**src/rtl/quadratic_probe_hash_table_assert.svh**
```systemverilog
// assertion macros shared by the hash table rtl
// expects clk and rst_n in the scope of each use
`ifndef QUADRATIC_PROBE_HASH_TABLE_ASSERT_SVH
`define QUADRATIC_PROBE_HASH_TABLE_ASSERT_SVH

// consequent checked in the same cycle
`define QPHT_ASSERT_NOW(label, ante, cons, msg) \
    label: assert property (@(posedge clk) disable iff (!rst_n) (ante) |-> (cons)) \
        else $error(msg);

// consequent checked in the cycle after the antecedent
`define QPHT_ASSERT_NEXT(label, ante, cons, msg) \
    label: assert property (@(posedge clk) disable iff (!rst_n) (ante) |=> (cons)) \
        else $error(msg);

`endif

```
**src/rtl/qpht_pkg.sv**
```systemverilog
// shared constants, codes and controller/datapath interface structs
// no dependencies
`default_nettype none

package qpht_pkg;

    localparam int TABLE_DEPTH = 1024;
    localparam int SLOT_W      = $clog2(TABLE_DEPTH);
    localparam int SIZE_W      = SLOT_W + 1;
    localparam int KEY_W       = 31;
    localparam int CNT_W       = 32;
    localparam int DIV_CNT_W   = $clog2(KEY_W);
    localparam int SEARCH_PROBE_LIMIT = 10009;
    localparam int LIMIT_W     = 14;

    localparam logic OP_INSERT = 1'b0;
    localparam logic OP_SEARCH = 1'b1;

    localparam logic [1:0] ST_INSERTED  = 2'd0;
    localparam logic [1:0] ST_FULL      = 2'd1;
    localparam logic [1:0] ST_FOUND     = 2'd2;
    localparam logic [1:0] ST_NOT_FOUND = 2'd3;

    typedef struct packed {
        logic       clr_wr;
        logic       load;
        logic       div_step;
        logic       probe_init;
        logic       probe_adv;
        logic       mem_wr;
        logic       cnt_ins;
        logic       cnt_srch;
        logic       res_load;
        logic [1:0] res_status;
        logic       res_hit;
    } cmd_t;

    typedef struct packed {
        logic clr_last;
        logic div_last;
        logic op;
        logic slot_used;
        logic key_match;
        logic first_probe;
        logic last_probe;
        logic at_limit;
        logic out_free;
    } sts_t;

endpackage

`default_nettype wire

```
**src/rtl/qpht_ctrl.sv**
```systemverilog
// controller fsm: clearing pass, key reduction, probe walk, result hand-off
// depends on qpht_pkg and the assertion header
`default_nettype none
`include "quadratic_probe_hash_table_assert.svh"

module qpht_ctrl
    import qpht_pkg::*;
(
    input  wire logic clk,
    input  wire logic rst_n,
    input  wire logic in_valid,
    output logic      in_ready,
    input  wire sts_t sts,
    output cmd_t      cmd
);

    typedef enum logic [2:0] {
        S_CLEAR,
        S_IDLE,
        S_DIV,
        S_PINIT,
        S_READ,
        S_CHECK,
        S_DONE
    } state_t;

    state_t     state_reg, state_next;
    logic [1:0] status_reg, status_next;
    logic       hit_reg, hit_next;

    always_ff @(posedge clk or negedge rst_n)
    begin
        if (!rst_n)
        begin
            state_reg  <= S_CLEAR;
            status_reg <= ST_INSERTED;
            hit_reg    <= 1'b0;
        end
        else
        begin
            state_reg  <= state_next;
            status_reg <= status_next;
            hit_reg    <= hit_next;
        end
    end

    always_comb
    begin
        state_next     = state_reg;
        status_next    = status_reg;
        hit_next       = hit_reg;
        cmd            = '0;
        cmd.res_status = status_reg;
        cmd.res_hit    = hit_reg;
        in_ready       = 1'b0;
        unique case (state_reg)
            S_CLEAR:
            begin
                cmd.clr_wr = 1'b1;
                if (sts.clr_last)
                    state_next = S_IDLE;
            end
            S_IDLE:
            begin
                in_ready = 1'b1;
                if (in_valid)
                begin
                    cmd.load   = 1'b1;
                    state_next = S_DIV;
                end
            end
            S_DIV:
            begin
                cmd.div_step = 1'b1;
                if (sts.div_last)
                    state_next = S_PINIT;
            end
            S_PINIT:
            begin
                cmd.probe_init = 1'b1;
                state_next     = S_READ;
            end
            S_READ:
            begin
                state_next = S_CHECK;
            end
            S_CHECK:
            begin
                // insert counts an occupied home and every later probe,
                // search counts every probe after the home slot
                if (sts.op == OP_INSERT)
                    cmd.cnt_ins = !sts.first_probe || sts.slot_used;
                else
                    cmd.cnt_srch = !sts.first_probe;
                if (sts.op == OP_INSERT)
                begin
                    priority if (!sts.slot_used)
                    begin
                        cmd.mem_wr  = 1'b1;
                        status_next = ST_INSERTED;
                        hit_next    = 1'b1;
                        state_next  = S_DONE;
                    end
                    else if (sts.last_probe)
                    begin
                        status_next = ST_FULL;
                        hit_next    = 1'b0;
                        state_next  = S_DONE;
                    end
                    else
                    begin
                        cmd.probe_adv = 1'b1;
                        state_next    = S_READ;
                    end
                end
                else
                begin
                    priority if (sts.slot_used && sts.key_match)
                    begin
                        status_next = ST_FOUND;
                        hit_next    = 1'b1;
                        state_next  = S_DONE;
                    end
                    else if ((sts.first_probe && !sts.slot_used) || sts.last_probe
                             || sts.at_limit)
                    begin
                        status_next = ST_NOT_FOUND;
                        hit_next    = 1'b0;
                        state_next  = S_DONE;
                    end
                    else
                    begin
                        cmd.probe_adv = 1'b1;
                        state_next    = S_READ;
                    end
                end
            end
            S_DONE:
            begin
                if (sts.out_free)
                begin
                    cmd.res_load = 1'b1;
                    state_next   = S_IDLE;
                end
            end
            default:
            begin
                state_next = S_IDLE;
            end
        endcase
    end

    `QPHT_ASSERT_NEXT(a_accept_starts_div, in_valid && in_ready, state_reg == S_DIV,
        "accepted beat did not start the key reduction")
    `QPHT_ASSERT_NOW(a_wr_only_on_free, cmd.mem_wr, state_reg == S_CHECK && !sts.slot_used,
        "insert write to an occupied slot")
    `QPHT_ASSERT_NEXT(a_result_goes_idle, cmd.res_load, state_reg == S_IDLE,
        "result load did not return to idle")

endmodule

`default_nettype wire

```
**config.mk**
```make
export PLATFORM = sky130hd
export DESIGN_NAME = qpht_ctrl
export DESIGN_NICKNAME = d
export VERILOG_FILES = /design/src/rtl/qpht_pkg.sv /design/src/rtl/qpht_ctrl.sv
export VERILOG_INCLUDE_DIRS = /design/src /design/src/rtl
export SDC_FILE = /design/constraint.sdc
export NUM_CORES = 1
export LEC_CHECK = 0
export ABC_AREA = 1
export BUFFER_PORTS_ARGS = -buffer_cell sky130_fd_sc_hd__buf_2
export CAP_MARGIN = 20
export CORE_MARGIN = 4
export CORE_UTILIZATION = 32
export CTS_CLUSTER_DIAMETER = 40
export DETAILED_ROUTE_END_ITERATION = 7
export PLACE_DENSITY = 0.63
export REMOVE_ABC_BUFFERS = 1
export SLEW_MARGIN = 30
export SYNTH_ARGS = -nofsm -noshare
export SYNTH_HDL_FRONTEND = slang
export SYNTH_SLANG_ARGS = --single-unit
export TNS_END_PERCENT = 20
```
**constraint.sdc**
```tcl
create_clock -name clk -period 1.5 [get_ports clk]
set_input_delay 0.15 -clock clk [delete_from_list [all_inputs] [get_ports clk]]
set_output_delay 0.15 -clock clk [all_outputs]
set_load 0.005 [all_outputs]
```
; Yosys cells after proc, flatten, opt, wreduce, memory -nomap -nowiden
; Cells that the tools add are included.
[totals]
output_inout_bits = 13
inputBits = 12
register_bits = 6
[classes]
muxes = 38
n_reduce_logical = 10
eq_ne = 12
[op_table]
columns = op, count
row1 = two-way mux 1 bit, 22
row2 = two-way mux 3 bit, 7
row3 = case mux 3 bit (7 select lines), 1
row4 = two-way mux 2 bit, 7
row5 = "equality test 3 bit, second input constant", 3
row6 = "!= test 2 bit, second input constant", 4
row7 = "equality test 3 x 2 -> 1 bit, second input constant", 2
row8 = two-way mux 4 bit, 1
row9 = AND reduction 4 bit, 1
row10 = "equality test 3 x 1 -> 1 bit, second input constant", 1
row11 = zero test 3 bit, 1
row12 = logical OR 1 bit, 3
row13 = "!= test 3 x 1 -> 1 bit, second input constant", 1
row14 = "!= test 3 x 2 -> 1 bit, second input constant", 1
row15 = AND reduction 3 bit, 1
row16 = logical AND 1 bit, 2
row17 = zero test 1 bit, 2

; Longest topological paths before layout
[logic_depth]
depth_word = 8
depth_mapped = 8
ltp_nobuf = 8

; Least setup slack after synthesis
; No wires, ideal clock.
[synth_timing]
kind = register to register
start = reg state_reg[0]
end = reg state_reg[1]
n_path_buf = 0
stages_incl_launch_ff = 7
arrival_time_ns = 0.995
setup_slack_ns = 0.388
setup_time_ns = 0.116
cell_sequence = dfrtp_1 nor3_2 nand2_1 nand2_1 nor2_2 nand2_1 nand2_1
[synth_via]
elab_chain_len = 3
elab_cells_between_ends = 13
[synth_rtl]
columns = element, line_no
row1 = "start, declared", qpht_ctrl.sv:27  ; state_t state_reg, state_next;
row2 = "start signal, assigned", qpht_ctrl.sv:41  ; state_reg <= state_next;
row3 = "equality test 3 x 2 -> 1 bit, or another cell as far along", qpht_ctrl.sv:56  ; unique case (state_reg)
row4 = != test 2 bit (no source line), n/a
row5 = AND reduction 4 bit (no source line), n/a
; Several ways; a longest one is shown, not always the timed one.
; A chain may end at the register's enable or synchronous reset.

==> results list <==
- Result of the run: complete, no violations
- The detailed router put a total of 489 um of wire on met1.
- Buffers placed on the I/O ports in this run total 24.
- Leakage dissipation: 0.375 nW
- Worst setup slack after placement: 342 ps
- CTS tree: built
- Final setup margin: 94.6 ps
- Type of the setup path with the least slack: register to output port
* Mean instance size in the synthesized netlist: 6.48 um^2
- Main flop type after synthesis: dfrtp_1
- The critical path starts at state_reg[1]$_DFFE_PN0P_.
- Of all cell types, the one taking the most synthesized area is dfrtp_1.
- Counting flops and latches in the post-synthesis netlist gives 6.
* Sequential-to-total area share from yosys stat: 34.1%
- Routed Wire Length: 1.06 mm
- After detailed routing, the number of vias per cell comes to 4.48.
- Number of nets still failing antenna checks after routing: 0
* Routed length per instance: 9.60 um
- Hold path start: in_valid
- At the end of routability-driven placement, the weighted congestion stood at 0.787.
* Number of hold violations in the final report: 0
- Setup violations remaining at the end of the flow were counted as 0.
- Counting along the longest clock path gives a buffer depth of 2.
- Count of maximum capacitance violations: 0
- Entering global routing, the biggest net connects 8 pins.
* Max-Slew Margin vs Limit: 81.3%
- After the last flow step, the layout net total stands at 109.
- Clock slew at reported path FFs: 50 ps
- The total overflow left after global routing is 0.
- The tightest min-delay check is of the primary input to register type.
- Height of the chip: 45.1 um
- Wire length of the first global-routing pass: 1.61 mm
- The number of antenna diodes in the final layout is 0.
- Buffers inserted during clock tree synthesis total 3.
* FMAX: 712 MHz
- For flop-to-flop paths, the worst setup slack is 360 ps.
- Leading cell types by total area after synthesis: dfrtp_1, nand2_1, inv_1
- The cell area that synthesis handed to floorplanning was 440 um^2.
- After filler insertion, the fill cell instance count of the layout stands at 146.
* CP Data Required Time: 1350 ps
- Met2 wirelength from detailed routing: 526 um
* Proportion of netlist area held by the largest area contributor: 34.1%
- The via count of the first global-routing pass came to 395.
* First-pass iteration count of the detailed router: 4
- The routed design uses 41 um of met3 wire.
- Top post-synthesis cells by count: nand2_1, inv_1, dfrtp_1
- Total power per unit cell area: 1660 mW/mm^2
* Uppermost metal layer occupied by signal nets: met3
* Share of post-route cells with drive strength above 1: 43.2%
- In this run the critical register-to-register path is launched from state_reg[2]$_DFFE_PN0P_.
* Yosys warning total: 0
* EDFF count, synth: 0
* Starting density of the core: 33.8%
- At the pin with the least slew margin, the transition time is 281 ps.
- STA puts the critical path data arrival time at 1260 ps.
- Library cell with the highest instance count after synthesis: nand2_1
- Total half-perimeter wirelength after legalization and detailed placement: 864 um
- Hold is met by 192 ps.
- The register with the most flip-flops in the layout has 3 of them.
- Capture point of the critical path: cmd[5]
* Worst supply voltage drop on vdd: 0.000653 V
* I/O pins: 25
* Final worst-path cycle share: 93.7%
- Setup repair after global routing missed its margin: false
- Number of clock sinks: 6
- In this run the core area contains 13 standard-cell rows.
- Synthesis produced a netlist whose cell count is 68.
* Die span in x: 45.1 um
- Die area: 0.00203 mm^2
* Post-CTS setup buffer count: 0
* CORE AREA: 0.00130 mm^2
- Relative to the synthesized area, the layout overhead comes to 38.4%.
- Synth unique cells: 17
- CTS placed an instance of clkbuf_4 at the clock tree root.
- For the final database, setup skew stands at 7.14 ps.
* Fraction of registers with async set/reset: 100%
- At the later pin of the worst-skew pair, clock insertion delay measures 250 ps.
* Final critical delay including setup and external delays: 1410 ps
- In this run, the number of DRC markers left after iteration 0 of detailed routing was 9.
- The initial antenna violation count came to 0.
- STA classifies the critical path startpoint as a register.
- In this run the number of H-tree levels came out at 1.
- GR Util All Layers: 10.8%
* Via Count: 493
* Endpoint of the worst-slack reg-to-reg timing path: state_reg[1]$_DFFE_PN0P_
- The worst setup path is captured at an output port.
- Count of unresolved DRC violations after routing: 0
- Of all nets on the critical path, the largest fanout is 6.
* Number of max-slew violations in the final report: 0
* Setup TNS after final layout: 0 ps
* Number of cell instances on the worst register-to-register path: 7
[cells in the final DEF, fill, tap and decap left out, drive strengths merged]
master,count
nor2,7
clkinv,1
inv,13
buf,24
nand2,23
a211oi,1
o21ai,3
nor3,5
dlygate4sd3,1
nand3,6
clkbuf,3
a21oi,2
dfrtp,6
[per-layer routing]
layer,track usage (%),up-vias
met1,14.3,220
met5,0,-
met2,15.5,7
li1,-,266
met4,7.02,0
met3,2.79,0
[how the worst min path moves through the flow]
stage / end / slack (ps) / cells after the start
after floorplan: hit_reg$_DFFE_PN0P_ / -150 / 0
final: state_reg[0]$_DFFE_PN0P_ / 190 / 4
after detailed placement: state_reg[2]$_DFFE_PN0P_ / -20 / 1
after CTS: state_reg[0]$_DFFE_PN0P_ / 190 / 4
after global routing: status_reg[1]$_DFFE_PN0P_ / 220 / 3
after global placement: state_reg[2]$_DFFE_PN0P_ / -20 / 1
[timing repair]
item,in CTS,in global routing
hold endpoints to repair,6,0
endpoints found under the setup margin,0,1
gates resized for setup,0,1
hold buffers,1,0
[kinds of logic (layout without fill, tap and decap cells)]
kind of cell           count (synthesis)  after routing  synth area share [%]
DFF                                    6              6                  34.1
and+or+nand+nor                       41             41                  44.9
AOI/OAI and AO/OA                      6              6                  7.39
buffers and inverters                 15             42                  13.6
[through the flow]
| step | util [%] | cell area (um^2) | power [mW] | std cells |
|---|---|---|---|---|
| CTS | 46.4 | 604 | 1.02 | 110 |
| finish | 46.8 | 609 | 1.01 | 110 |
| global route | 46.8 | 609 | 1.12 | 110 |
| detailed placement | 43.9 | 572 | 0.866 | 106 |
| global placement | 43.9 | 572 | 0.862 | 106 |
| floorplan | - | 433 | 0.681 | 67 |
[where the power goes]
part           total (mW)  leakage (nW)  switching [mW]  internal (mW)
sequential          0.338        0.0745          0.0964          0.241
combinational       0.522         0.287           0.297          0.224
clock               0.151        0.0138          0.0606         0.0907
total                1.01         0.375           0.454          0.556
[final cells by class]
class                           count  area (um^2)  share of cell area, %
Sequential cell                     6          150                   24.6
Inverter                           14         52.6                   8.62
Timing Repair Buffer               25          130                   21.4
Tap cell                           15         18.8                   3.08
Multi-Input combinational cell     47          235                   38.6
Clock buffer                        3         22.5                   3.70
[critical path: stages, from the launching register on]
cell	delay, ps
dfrtp_1	420
inv_2	140
nand3_2	140
a211oi_2	170
buf_2	140
No activity file was read; power rests on OpenSTA's default activity.
